[config.mk]
export PLATFORM = sky130hd
export DESIGN_NAME = min_heap_insert_remove
export DESIGN_NICKNAME = d
export VERILOG_FILES = /design/src/hdl/mhp_pkg.sv /design/src/hdl/mhp_ram.sv /design/src/hdl/min_heap_insert_remove.sv
export SDC_FILE = /design/constraint.sdc
export NUM_CORES = 2
export LEC_CHECK = 0
export BUFFER_PORTS_ARGS = -buffer_cell sky130_fd_sc_hd__buf_2
export CAP_MARGIN = 10
export CORE_MARGIN = 5
export CORE_UTILIZATION = 60
export CTS_BUF_LIST = sky130_fd_sc_hd__clkbuf_4
export CTS_CLUSTER_DIAMETER = 150
export CTS_CLUSTER_SIZE = 20
export DETAILED_ROUTE_END_ITERATION = 8
export GPL_TIMING_DRIVEN = 0
export PLACE_DENSITY_LB_ADDON = 0.3
export SLEW_MARGIN = 25
export SYNTH_ARGS = -nofsm -noshare
export SYNTH_HDL_FRONTEND = slang
export SYNTH_HIERARCHICAL = 1
export SYNTH_SLANG_ARGS = --single-unit
[constraint.sdc]
create_clock -name clk -period 6.75 [get_ports clk]
set_input_delay 0.675 -clock clk [delete_from_list [all_inputs] [get_ports clk]]
set_output_delay 0.675 -clock clk [all_outputs]
set_load 0.01 [all_outputs]
[src/hdl/mhp_pkg.sv]
`timescale 1ns / 1ps

package mhp_pkg;

  // Field widths that the item formats fix.
  localparam int unsigned DATA_W   = 32;
  localparam int unsigned COUNT_W  = 7;
  localparam int unsigned STATUS_W = 2;

  // Operation codes of an input item.
  typedef enum logic [0:0] {
    OP_INSERT = 1'b0,
    OP_REMOVE = 1'b1
  } op_t;

  // Status codes of a result item.
  typedef enum logic [STATUS_W-1:0] {
    ST_OK        = 2'd0,
    ST_NOT_FOUND = 2'd1,
    ST_FULL      = 2'd2
  } status_t;

  // Input item.
  typedef struct packed {
    op_t                       operation;
    logic signed [DATA_W-1:0]  value;
  } in_item_t;

  // Result item.
  typedef struct packed {
    status_t                   status;
    logic [COUNT_W-1:0]        count;
    logic signed [DATA_W-1:0]  min_value;
  } out_item_t;

  // Sequencer states.
  typedef enum logic [3:0] {
    S_IDLE,
    S_SRCH_RD,
    S_SRCH_CMP,
    S_SRCH_UP,
    S_LAST_GET,
    S_SD_RDL,
    S_SD_RDR,
    S_SD_CMP,
    S_SU_RD,
    S_SU_CMP,
    S_DONE
  } state_t;

endpackage

[src/hdl/mhp_ram.sv]
`timescale 1ns / 1ps

module mhp_ram #(
  parameter int unsigned DEPTH = 64,
  parameter int unsigned AW    = 6
) (
  input  logic                              clk,
  input  logic                              we,
  input  logic [AW-1:0]                     waddr,
  input  logic signed [mhp_pkg::DATA_W-1:0] wdata,
  input  logic                              re,
  input  logic [AW-1:0]                     raddr,
  output logic signed [mhp_pkg::DATA_W-1:0] rdata
);

  logic signed [mhp_pkg::DATA_W-1:0] mem [DEPTH];

  // Single write port.
  always_ff @(posedge clk) begin
    if (we) begin
      mem[waddr] <= wdata;
    end
  end

  // Single read port with registered data.
  always_ff @(posedge clk) begin
    if (re) begin
      rdata <= mem[raddr];
    end
  end

endmodule

[src/hdl/min_heap_insert_remove.sv]
`timescale 1ns / 1ps

// Binary min-heap of signed 32-bit keys held in a single-port-read, single-port-write
// RAM of CAPACITY entries, with one result item for every input item giving the status,
// the new entry count and the current minimum. All work is paced by the one RAM read
// port. An insert climbs level by level, reading each parent and comparing. A remove
// visits the nodes of a pruned pre-order search, reading and comparing each and moving
// to a sibling or a parent, then sifts down (reading the left child, the right child,
// then comparing) or sifts up. A full insert and a remove from an empty heap go
// straight to the result; a remove that finds nothing, or that hits the last entry,
// ends after its search with no sift. One item is processed at a time; a new item is
// taken while the previous result still waits on the output register.
module min_heap_insert_remove #(
  parameter int unsigned CAPACITY = 64
) (
  input  logic                 clk,
  input  logic                 rst_n,
  input  logic                 in_valid,
  output logic                 in_ready,
  input  mhp_pkg::in_item_t    in_item,
  output logic                 out_valid,
  input  logic                 out_ready,
  output mhp_pkg::out_item_t   out_item
);

  localparam int unsigned AW = (CAPACITY > 1) ? $clog2(CAPACITY) : 1;
  localparam int unsigned CW = $clog2(CAPACITY + 1);
  localparam int unsigned XW = AW + 2;
  localparam int unsigned DW = mhp_pkg::DATA_W;
  localparam int unsigned OW = mhp_pkg::COUNT_W;

  mhp_pkg::state_t         state_r, state_nxt;
  logic [CW-1:0]           cnt_r, cnt_nxt;
  logic [AW-1:0]           idx_r, idx_nxt;
  logic signed [DW-1:0]    val_r, val_nxt;
  logic signed [DW-1:0]    lv_r, lv_nxt;
  logic                    moved_r, moved_nxt;
  mhp_pkg::status_t        status_r, status_nxt;
  logic signed [DW-1:0]    root_r;
  logic                    out_valid_r;
  mhp_pkg::out_item_t      out_item_r;

  // RAM port signals.
  logic                    we;
  logic [AW-1:0]           waddr;
  logic signed [DW-1:0]    wdata;
  logic                    re;
  logic [AW-1:0]           raddr;
  logic signed [DW-1:0]    rdata;

  // Tree index arithmetic, widened so children past the end can be compared.
  logic [XW-1:0]           cnt_x, left_x, right_x, sib_x;
  logic [AW-1:0]           parent;
  logic [CW-1:0]           cnt_dec;
  logic                    left_ok, right_ok;
  logic                    go_right;
  logic                    take_out;
  logic [CW+OW-1:0]        cnt_ext;

  assign cnt_x    = XW'(cnt_r);
  assign left_x   = (XW'(idx_r) << 1) + XW'(1);
  assign right_x  = left_x + XW'(1);
  assign sib_x    = XW'(idx_r) + XW'(1);
  assign parent   = (idx_r - AW'(1)) >> 1;
  assign cnt_dec  = cnt_r - CW'(1);
  assign left_ok  = left_x < cnt_x;
  assign right_ok = right_x < cnt_x;
  // Equal children send the key to the right child.
  assign go_right = right_ok && !(lv_r < rdata);
  assign take_out = !out_valid_r || out_ready;

  mhp_ram #(
    .DEPTH (CAPACITY),
    .AW    (AW)
  ) u_ram (
    .clk   (clk),
    .we    (we),
    .waddr (waddr),
    .wdata (wdata),
    .re    (re),
    .raddr (raddr),
    .rdata (rdata)
  );

  // State and control registers.
  always_ff @(posedge clk) begin
    if (!rst_n) begin
      state_r     <= mhp_pkg::S_IDLE;
      cnt_r       <= '0;
      out_valid_r <= 1'b0;
    end else begin
      state_r <= state_nxt;
      cnt_r   <= cnt_nxt;
      if (state_r == mhp_pkg::S_DONE && take_out) begin
        out_valid_r <= 1'b1;
      end else if (out_ready) begin
        out_valid_r <= 1'b0;
      end
    end
  end

  // Working registers of the current item.
  always_ff @(posedge clk) begin
    idx_r    <= idx_nxt;
    val_r    <= val_nxt;
    lv_r     <= lv_nxt;
    moved_r  <= moved_nxt;
    status_r <= status_nxt;
  end

  // Shadow of the root entry, kept in step with every write to slot zero.
  always_ff @(posedge clk) begin
    if (we && waddr == '0) begin
      root_r <= wdata;
    end
  end

  // Result register.
  assign cnt_ext = CW'(cnt_r) | (CW + OW)'(0);
  always_ff @(posedge clk) begin
    if (state_r == mhp_pkg::S_DONE && take_out) begin
      out_item_r.status    <= status_r;
      out_item_r.count     <= cnt_ext[OW-1:0];
      out_item_r.min_value <= (cnt_r != '0) ? root_r : '0;
    end
  end

  assign in_ready  = (state_r == mhp_pkg::S_IDLE);
  assign out_valid = out_valid_r;
  assign out_item  = out_item_r;

  // Sequencer: search, sift-down and sift-up over the RAM. The key being sifted
  // stays in val_r and is written only where it comes to rest.
  always_comb begin
    state_nxt  = state_r;
    cnt_nxt    = cnt_r;
    idx_nxt    = idx_r;
    val_nxt    = val_r;
    lv_nxt     = lv_r;
    moved_nxt  = moved_r;
    status_nxt = status_r;
    we         = 1'b0;
    waddr      = idx_r;
    wdata      = val_r;
    re         = 1'b0;
    raddr      = idx_r;

    unique case (state_r)
      mhp_pkg::S_IDLE: begin
        if (in_valid) begin
          val_nxt    = in_item.value;
          status_nxt = mhp_pkg::ST_OK;
          if (in_item.operation == mhp_pkg::OP_INSERT) begin
            if (cnt_r == CW'(CAPACITY)) begin
              status_nxt = mhp_pkg::ST_FULL;
              state_nxt  = mhp_pkg::S_DONE;
            end else begin
              idx_nxt   = AW'(cnt_r);
              cnt_nxt   = cnt_r + CW'(1);
              state_nxt = mhp_pkg::S_SU_RD;
            end
          end else if (cnt_r == '0) begin
            status_nxt = mhp_pkg::ST_NOT_FOUND;
            state_nxt  = mhp_pkg::S_DONE;
          end else begin
            idx_nxt   = '0;
            state_nxt = mhp_pkg::S_SRCH_RD;
          end
        end
      end

      // Fetch the node under inspection.
      mhp_pkg::S_SRCH_RD: begin
        re        = 1'b1;
        raddr     = idx_r;
        state_nxt = mhp_pkg::S_SRCH_CMP;
      end

      // Match, descend to the left child, or back out of this subtree.
      mhp_pkg::S_SRCH_CMP: begin
        if (rdata == val_r) begin
          cnt_nxt = cnt_dec;
          if (CW'(idx_r) == cnt_dec) begin
            state_nxt = mhp_pkg::S_DONE;
          end else begin
            re        = 1'b1;
            raddr     = AW'(cnt_dec);
            state_nxt = mhp_pkg::S_LAST_GET;
          end
        end else if (val_r > rdata && left_ok) begin
          idx_nxt   = AW'(left_x);
          state_nxt = mhp_pkg::S_SRCH_RD;
        end else begin
          state_nxt = mhp_pkg::S_SRCH_UP;
        end
      end

      // Move to the next pre-order node: a right sibling, or up a level.
      mhp_pkg::S_SRCH_UP: begin
        if (idx_r == '0) begin
          status_nxt = mhp_pkg::ST_NOT_FOUND;
          state_nxt  = mhp_pkg::S_DONE;
        end else if (idx_r[0] && sib_x < cnt_x) begin
          idx_nxt   = AW'(sib_x);
          state_nxt = mhp_pkg::S_SRCH_RD;
        end else begin
          idx_nxt = parent;
        end
      end

      // The last entry moves into the freed slot.
      mhp_pkg::S_LAST_GET: begin
        val_nxt   = rdata;
        moved_nxt = 1'b0;
        state_nxt = mhp_pkg::S_SD_RDL;
      end

      // Sift-down: fetch the left child, or stop at a leaf.
      mhp_pkg::S_SD_RDL: begin
        if (left_ok) begin
          re        = 1'b1;
          raddr     = AW'(left_x);
          state_nxt = mhp_pkg::S_SD_RDR;
        end else if (moved_r) begin
          we        = 1'b1;
          state_nxt = mhp_pkg::S_DONE;
        end else begin
          state_nxt = mhp_pkg::S_SU_RD;
        end
      end

      // Sift-down: hold the left child and fetch the right one.
      mhp_pkg::S_SD_RDR: begin
        lv_nxt = rdata;
        if (right_ok) begin
          re    = 1'b1;
          raddr = AW'(right_x);
        end
        state_nxt = mhp_pkg::S_SD_CMP;
      end

      // Sift-down: pull the smaller child up if it beats the key.
      mhp_pkg::S_SD_CMP: begin
        if (val_r > lv_r || (right_ok && val_r > rdata)) begin
          we        = 1'b1;
          waddr     = idx_r;
          wdata     = go_right ? rdata : lv_r;
          idx_nxt   = go_right ? AW'(right_x) : AW'(left_x);
          moved_nxt = 1'b1;
          state_nxt = mhp_pkg::S_SD_RDL;
        end else if (moved_r) begin
          we        = 1'b1;
          state_nxt = mhp_pkg::S_DONE;
        end else begin
          state_nxt = mhp_pkg::S_SU_RD;
        end
      end

      // Sift-up: fetch the parent, or settle at the root.
      mhp_pkg::S_SU_RD: begin
        if (idx_r == '0) begin
          we        = 1'b1;
          state_nxt = mhp_pkg::S_DONE;
        end else begin
          re        = 1'b1;
          raddr     = parent;
          state_nxt = mhp_pkg::S_SU_CMP;
        end
      end

      // Sift-up: pull the parent down if the key is smaller.
      mhp_pkg::S_SU_CMP: begin
        we = 1'b1;
        if (val_r < rdata) begin
          wdata     = rdata;
          idx_nxt   = parent;
          state_nxt = mhp_pkg::S_SU_RD;
        end else begin
          state_nxt = mhp_pkg::S_DONE;
        end
      end

      // Wait for the result register to free up.
      mhp_pkg::S_DONE: begin
        if (take_out) begin
          state_nxt = mhp_pkg::S_IDLE;
        end
      end

      default: begin
        state_nxt = mhp_pkg::S_IDLE;
      end
    endcase
  end

endmodule
After elaboration in Yosys (flattened, before gate mapping)
Memory sizes are Yosys's and may differ from the RTL's. A register that Yosys moved wholly into a read port is not among the register bits.
Index checks and enable logic that the tools add are counted.
Word-level totals
  flip-flop bits (word level): 158
  bits in writable memories: 2048
  input port bits: 37
  word-level logic and storage cells: 147
  memories: 1
Cells by class
  add/sub/neg operators: 6
  order comparisons: 7
  equal/unequal tests: 27
  muxes and demuxes: 68
  reduce and logical (&&, ||, !) cells: 26
Memories
  u_ram.mem: words 64, width 32, read ports 1, clocked after memory_dff 1, write ports 1, RTL line mhp_ram.sv:16  | logic signed [mhp_pkg::DATA_W-1:0] mem [DEPTH];
Operators with widths (number)
  two-way mux 32 bit: 4
  case mux 32 bit (2 select lines): 2
  two-way mux 6 bit: 16
  > comparator 32 bit: 2
  < comparator 32 bit: 2
  case mux 4 bit (11 select lines): 1
  two-way mux 4 bit: 10
  == test 32 bit: 1
  case mux 6 bit (5 select lines): 1
  two-way mux 7 bit: 4
  case mux 6 bit (4 select lines): 1
  != test 2 bit (second input constant): 11
  two-way mux 2 bit: 9
  == test 4 x 3 -> 1 bit (second input constant): 4
  < comparator 8 x 7 -> 1 bit: 2
  two-way mux 1 bit: 15
  case mux 7 bit (2 select lines): 1
  == test 4 bit (second input constant): 3
  nonzero test 2 bit: 5
  != test 3 bit (second input constant): 3
  AND reduction 9 bit: 1
  adder 7 x 1 -> 8 bit (second input constant): 1
  adder 8 x 1 -> 8 bit (second input constant): 1
  == test 4 x 2 -> 1 bit (second input constant): 2
  23 further kinds: 32

Logic depth before layout (Yosys ltp)
  word-level depth: 9
  mapped depth: 21

Cells and area by module
The synthesis kept the hierarchy.
By module, submodules not included
  mhp_ram: times used 1, cells an instance 3324, area each 78833.1 um2
  min_heap_insert_remove: times used 1, cells an instance 955, area each 10473.8 um2

Least setup slack after synthesis
OpenSTA, ideal clock, no wires.
  kind: register to register
  from: reg idx_r[0]
  to: mem u_ram/mem[49][0] (netlist name), enable pin
  setup time: 0.461 ns
  data arrival time: 5.387 ns
  data required time: 6.289 ns
  path slack: 0.902 ns
  cell stages (with the launch flop): 14
  path buffers: 0
  path through: edfxtp_1 > inv_1 > ha_1 > ha_1 > a21oi_1 > a21oi_1 > a211oi_1 > o211ai_1 > nor4_1 > a22o_4 > a2111o_1 > nor2b_1 > nand4_1 > nor3_1
Between the ends
  longest elaborated chain between the ends: 9
  elaborated cells between the ends (all ways): 13
  those cells by class: 2 x add/sub; 2 x order compare; 6 x mux; 3 x reduce/logical
RTL lines
  start: declaration: RTL line min_heap_insert_remove.sv:34  | logic [AW-1:0] idx_r, idx_nxt;
  start signal: assignment: RTL line min_heap_insert_remove.sv:104  | idx_r <= idx_nxt;
  adder 7 x 1 -> 8 bit: RTL line min_heap_insert_remove.sv:61  | assign left_x = (XW'(idx_r) << 1) + XW'(1);
  adder 8 x 1 -> 8 bit: RTL line min_heap_insert_remove.sv:62  | assign right_x = left_x + XW'(1);
  < comparator 8 x 7 -> 1 bit: RTL line min_heap_insert_remove.sv:67  | assign right_ok = right_x < cnt_x;
  logical AND 1 bit: RTL line min_heap_insert_remove.sv:244  | if (val_r > lv_r || (right_ok && val_r > rdata)) begin
  logical OR 1 bit: RTL line min_heap_insert_remove.sv:244
  two-way mux 1 bit: RTL line min_heap_insert_remove.sv:244
  case mux 1 bit (4 select lines) *: RTL line min_heap_insert_remove.sv:148  | unique case (state_r)
  net we: RTL line min_heap_insert_remove.sv:44  | logic we;
  two-way mux 1 bit *: RTL line mhp_ram.sv:20  | if (we) begin
  two-way mux 1 bit (not written as such) *: RTL line mhp_ram.sv:21  | mem[waddr] <= wdata;
  end: declaration: RTL line mhp_ram.sv:16
Mark *: on every way through the listed nets, which the timed path passes. The rest lies on a longest branch.

Worst setup path after layout
  from: reg idx_r[0]
  to: reg u_ram/rdata[15] (netlist name), read port of u_ram.mem, data pin
Between the ends
  longest elaborated chain between the ends: 5
  elaborated cells between the ends (all ways): 19
  those cells by class: 3 x add/sub; 2 x order compare; 1 x eq/ne; 12 x mux; 1 x reduce/logical
RTL lines
  adder 7 x 1 -> 8 bit: RTL line min_heap_insert_remove.sv:61
  adder 8 x 1 -> 8 bit: RTL line min_heap_insert_remove.sv:62
  < comparator 8 x 7 -> 1 bit: RTL line min_heap_insert_remove.sv:67
  two-way mux 6 bit: RTL line min_heap_insert_remove.sv:235  | if (right_ok) begin
  case mux 6 bit (4 select lines) *: RTL line min_heap_insert_remove.sv:148
  net raddr[1]: RTL line min_heap_insert_remove.sv:48  | logic [AW-1:0] raddr;
  end: declaration: RTL line mhp_ram.sv:13  | output logic signed [mhp_pkg::DATA_W-1:0] rdata
Marked as above.
A chain may end at the register's enable or synchronous reset.

==> metrics.yaml <==
setup_path:
  worstSetupStartpoint: "idx_r[0]$_DFFE_PP_"
  cp_cell_sequence: "buf_4 > ha_1 > nand3_1 > xnor2_1 > ha_1 > nand2_1 > o211ai_1 > a221oi_1 > o21ai_0 > nand2_1 > nand4_1 > buf_2 > clkbuf_1 > clkbuf_1 > mux4_2 > mux4_2 > o22ai_1 > nor2_1"
  cp-start-kind: "flop"
  worst-setup-path-type: "flop to flop"
  worstSetupEndpoint: "u_ram/rdata[15]$_DFFE_PP_"
  crit_path_end_kind: "flop"
  rr_endpoint: "u_ram/rdata[15]$_DFFE_PP_"
  crit_slowest_cell: "clkbuf_1"
  r2r_setup_slack_ps: -80
  cp_top_family: "buffers and inverters"
  cpPeakStageDelay_ps: 700
  worstRegToRegCells: 18
  cp.required_ps: 7690
  critPathBufInv: 4
  regToRegStartpoint: "idx_r[0]$_DFFE_PP_"
  arrival_ps: 7770
  cp_max_fo: 15
  crit_cells: 18
global_route:
  grt_max_degree: 66
  grt.overflow.total: 0
  antenna_found_initial: 14
  grt_pass1_vias: 48100
  grt_pass1_wl_um: 371000
  grt_usage: 0.3438
routing:
  vias: 48850
  dr.pass1.iters: 7
  via_per_inst: 7.282
  drtIter0Drc: 8395
  ant_nets: 0
  route.detailed.drc: 0
  wl_per_cell_um: 39.86
  drt_wl_total_um: 267400
run_status:
  status: "finished, violations left"
  violations: "setup timing"
sta:
  drv_slew: 0
  finalWorstSetupSlack_ps: -78.01
  hold-worst-slack_ps: 248.0
  clock_skew_ps: 97.83
  tightest_slew_ps: 1200
  hold_viol: 0
  rsz0062_at_grt: "yes"
  clock.fmax_mhz: 146.5
  post-route-period-util: 1.012
  fin_setup_tns_ps: -153.8
  slew_headroom: 0.1950
  min_period_ps: 6828
  setup_viol: 2
clock_network:
  cts_max_level: 3
  cts_sinks: 2238
  numCtsBuffers: 121
  cts_tree: "done"
  clk_path_buf_depth: 3
  root_buffer: "clkbuf_4"
  clk_pin_slew_ps: 230
  clk_latency_ps: 1250
logic_synthesis:
  yosysSeqAreaShare: 0.7512
  synthCells: 4279
  synth-async-reset-ratio: 0
  synth-xor-area-share: 0.002662
  synth-main-ff-cell: "edfxtp_1"
  synthAdderAreaFrac: 0.01653
  synth_compound_gate_area_share: 0.03636
  synthesis.area_um2: 89310
  syn_nets: 4434
  synth-simple-area-share: 0.02572
  synth_mux_area_frac: 0.1522
  yosysWarnings: 6
  synth_cell_types: 88
  synth-edff-count: 2226
  yosysTopAreaCell: "edfxtp_1"
  synthTopCellsByArea: "edfxtp_1 (75%), mux4_2 (14%), ha_1 (1.7%)"
  synth_top_family_by_area: "multiplexers"
  synth-seq-cells: 2238
  synthTopCellsByCount: "edfxtp_1 (2226), mux4_2 (544), nor2_1 (186)"
  avgSynthCellArea_um2: 20.87
  yosys.area.top_type_share: 0.7485
  yosysMostFrequentCell: "edfxtp_1"
power:
  cellLeakagePower_nw: 31.46
  p_per_area_nw_per_um2: 447.2
  max-vdd-ir-drop_uv: 260.7
worst_hold_path:
  hold_class: "input port to flop"
  min_delay_path_depth: 3
  worstHoldStart: "in_item[29]"
placement:
  portBuffers: 79
  placed_area_um2: 98160
  dp_hpwl_um: 186400
  globalplace.congestion: 0.9022
  dp_slack_ps: -1741
die:
  ios: 80
  core_um2: 147800
  die_w_um: 395.8
  rows: 141
  dieArea_um2: 156700
  fp.dieH_um: 395.8
  start_util: 0.6041
run:
  cap_violations: 0
cells_and_area:
  post-route-cell-area_um2: 99980
  drive_gt1_frac: 0.2759
  area_growth_pct: 11.95
  n_fill_cell: 8815
  nets: 4892
[kinds of logic (layout without fill, tap and decap cells)]
family          after synthesis  in the layout
compound gates              451            451
xor+xnor                     24             24
fa+ha+maj                   118            118
buf+inv                     303            790
flops                      2238           2238
mux                         674            674
other cells                   0             12
simple gates                471            471
[state kept, by name (all words and copies together) (netlist names), 2 cells and up]
| register | cells |
|---|---|
| cnt_r | 7 |
| idx_r | 6 |
| lv_r | 32 |
| out_item | 41 |
| root_r | 32 |
| state_r | 4 |
| status_r | 2 |
| u_ram/mem | 2048 |
| u_ram/rdata | 32 |
| val_r | 32 |
[stage by stage]
step	utilization	cells	total power, mW
global route	0.6762	6700	45.93
global placement	0.6231	6288	37.65
finish	0.6763	6708	44.72
floorplan	-	4279	30.03
detailed placement	0.6640	6506	39.02
CTS	0.6755	6694	43.87
[report_power, final]
part / switching, mW / total, mW / internal [mW]
clock network: 3.78 / 4.84 / 1.06
registers: 0.257 / 17.2 / 16.9
logic: 14.2 / 22.7 / 8.48
[how the worst min path moves through the flow]
stage                             endpoint  slack, ps
global placement    out_item[38]$_DFFE_PP_        410
CTS                    val_r[29]$_DFFE_PP_        160
floorplan           out_item[39]$_DFFE_PP_        400
detailed placement  out_item[35]$_DFFE_PP_        410
finish                 val_r[29]$_DFFE_PP_        250
global route            val_r[3]$_DFFE_PP_        220
[layout make-up]
cell class | count | area [um^2] | area share
flip-flops and latches | 2238 | 67080 | 0.6710
multi-input cells | 1738 | 21880 | 0.2189
repair buffers | 338 | 5956 | 0.05957
well taps | 1930 | 2415 | 0.02415
plain buffers | 217 | 1127 | 0.01128
clock buffers | 146 | 1096 | 0.01096
inverters | 83 | 311.5 | 0.003116
clock inverters | 6 | 78.83 | 0.0007884
diodes | 12 | 30.03 | 0.0003003
[placed cells by master (no fill, tap or decap), drive strengths merged, types with 84 or more instances in the layout]
master,n
mux2i,98
a21oi,117
inv,84
buf,407
mux4,544
clkbuf,257
ha,118
o22ai,87
nor2,186
edfxtp,2226
[per-layer routing]
layer / wire length [um] / part of all wire / vias to the layer above / GRT usage
li1: - / - / 18740 / -
met1: 86130 / 0.32 / 24920 / 0.4496
met2: 120500 / 0.45 / 4323 / 0.5141
met3: 41200 / 0.15 / 859 / 0.1181
met4: 19370 / 0.072 / 10 / 0.1911
met5: 114 / 0.00043 / - / 0
[what timing repair did]
action | in CTS | in global routing
resized for setup | 53 | 33
pin swaps | 0 | 1
hold endpoints to repair | 48 | 0
endpoints found under the setup margin | 32 | 32
buffers inserted | 2 | 2
hold buffers | 36 | 0
[worst reg2reg max path: cells and delay by family (launching register included)]
family                   cells  cell delay (ps)
flip-flops                   1              450
AND/OR/NAND/NOR              5              740
AO/OA/AOI/OAI                4             1700
buffers and inverters        4             1830
multiplexers                 2              890
adder cells (fa/ha/maj)      2              500
XOR/XNOR                     1              430
Power figures use the tool's default switching activity.
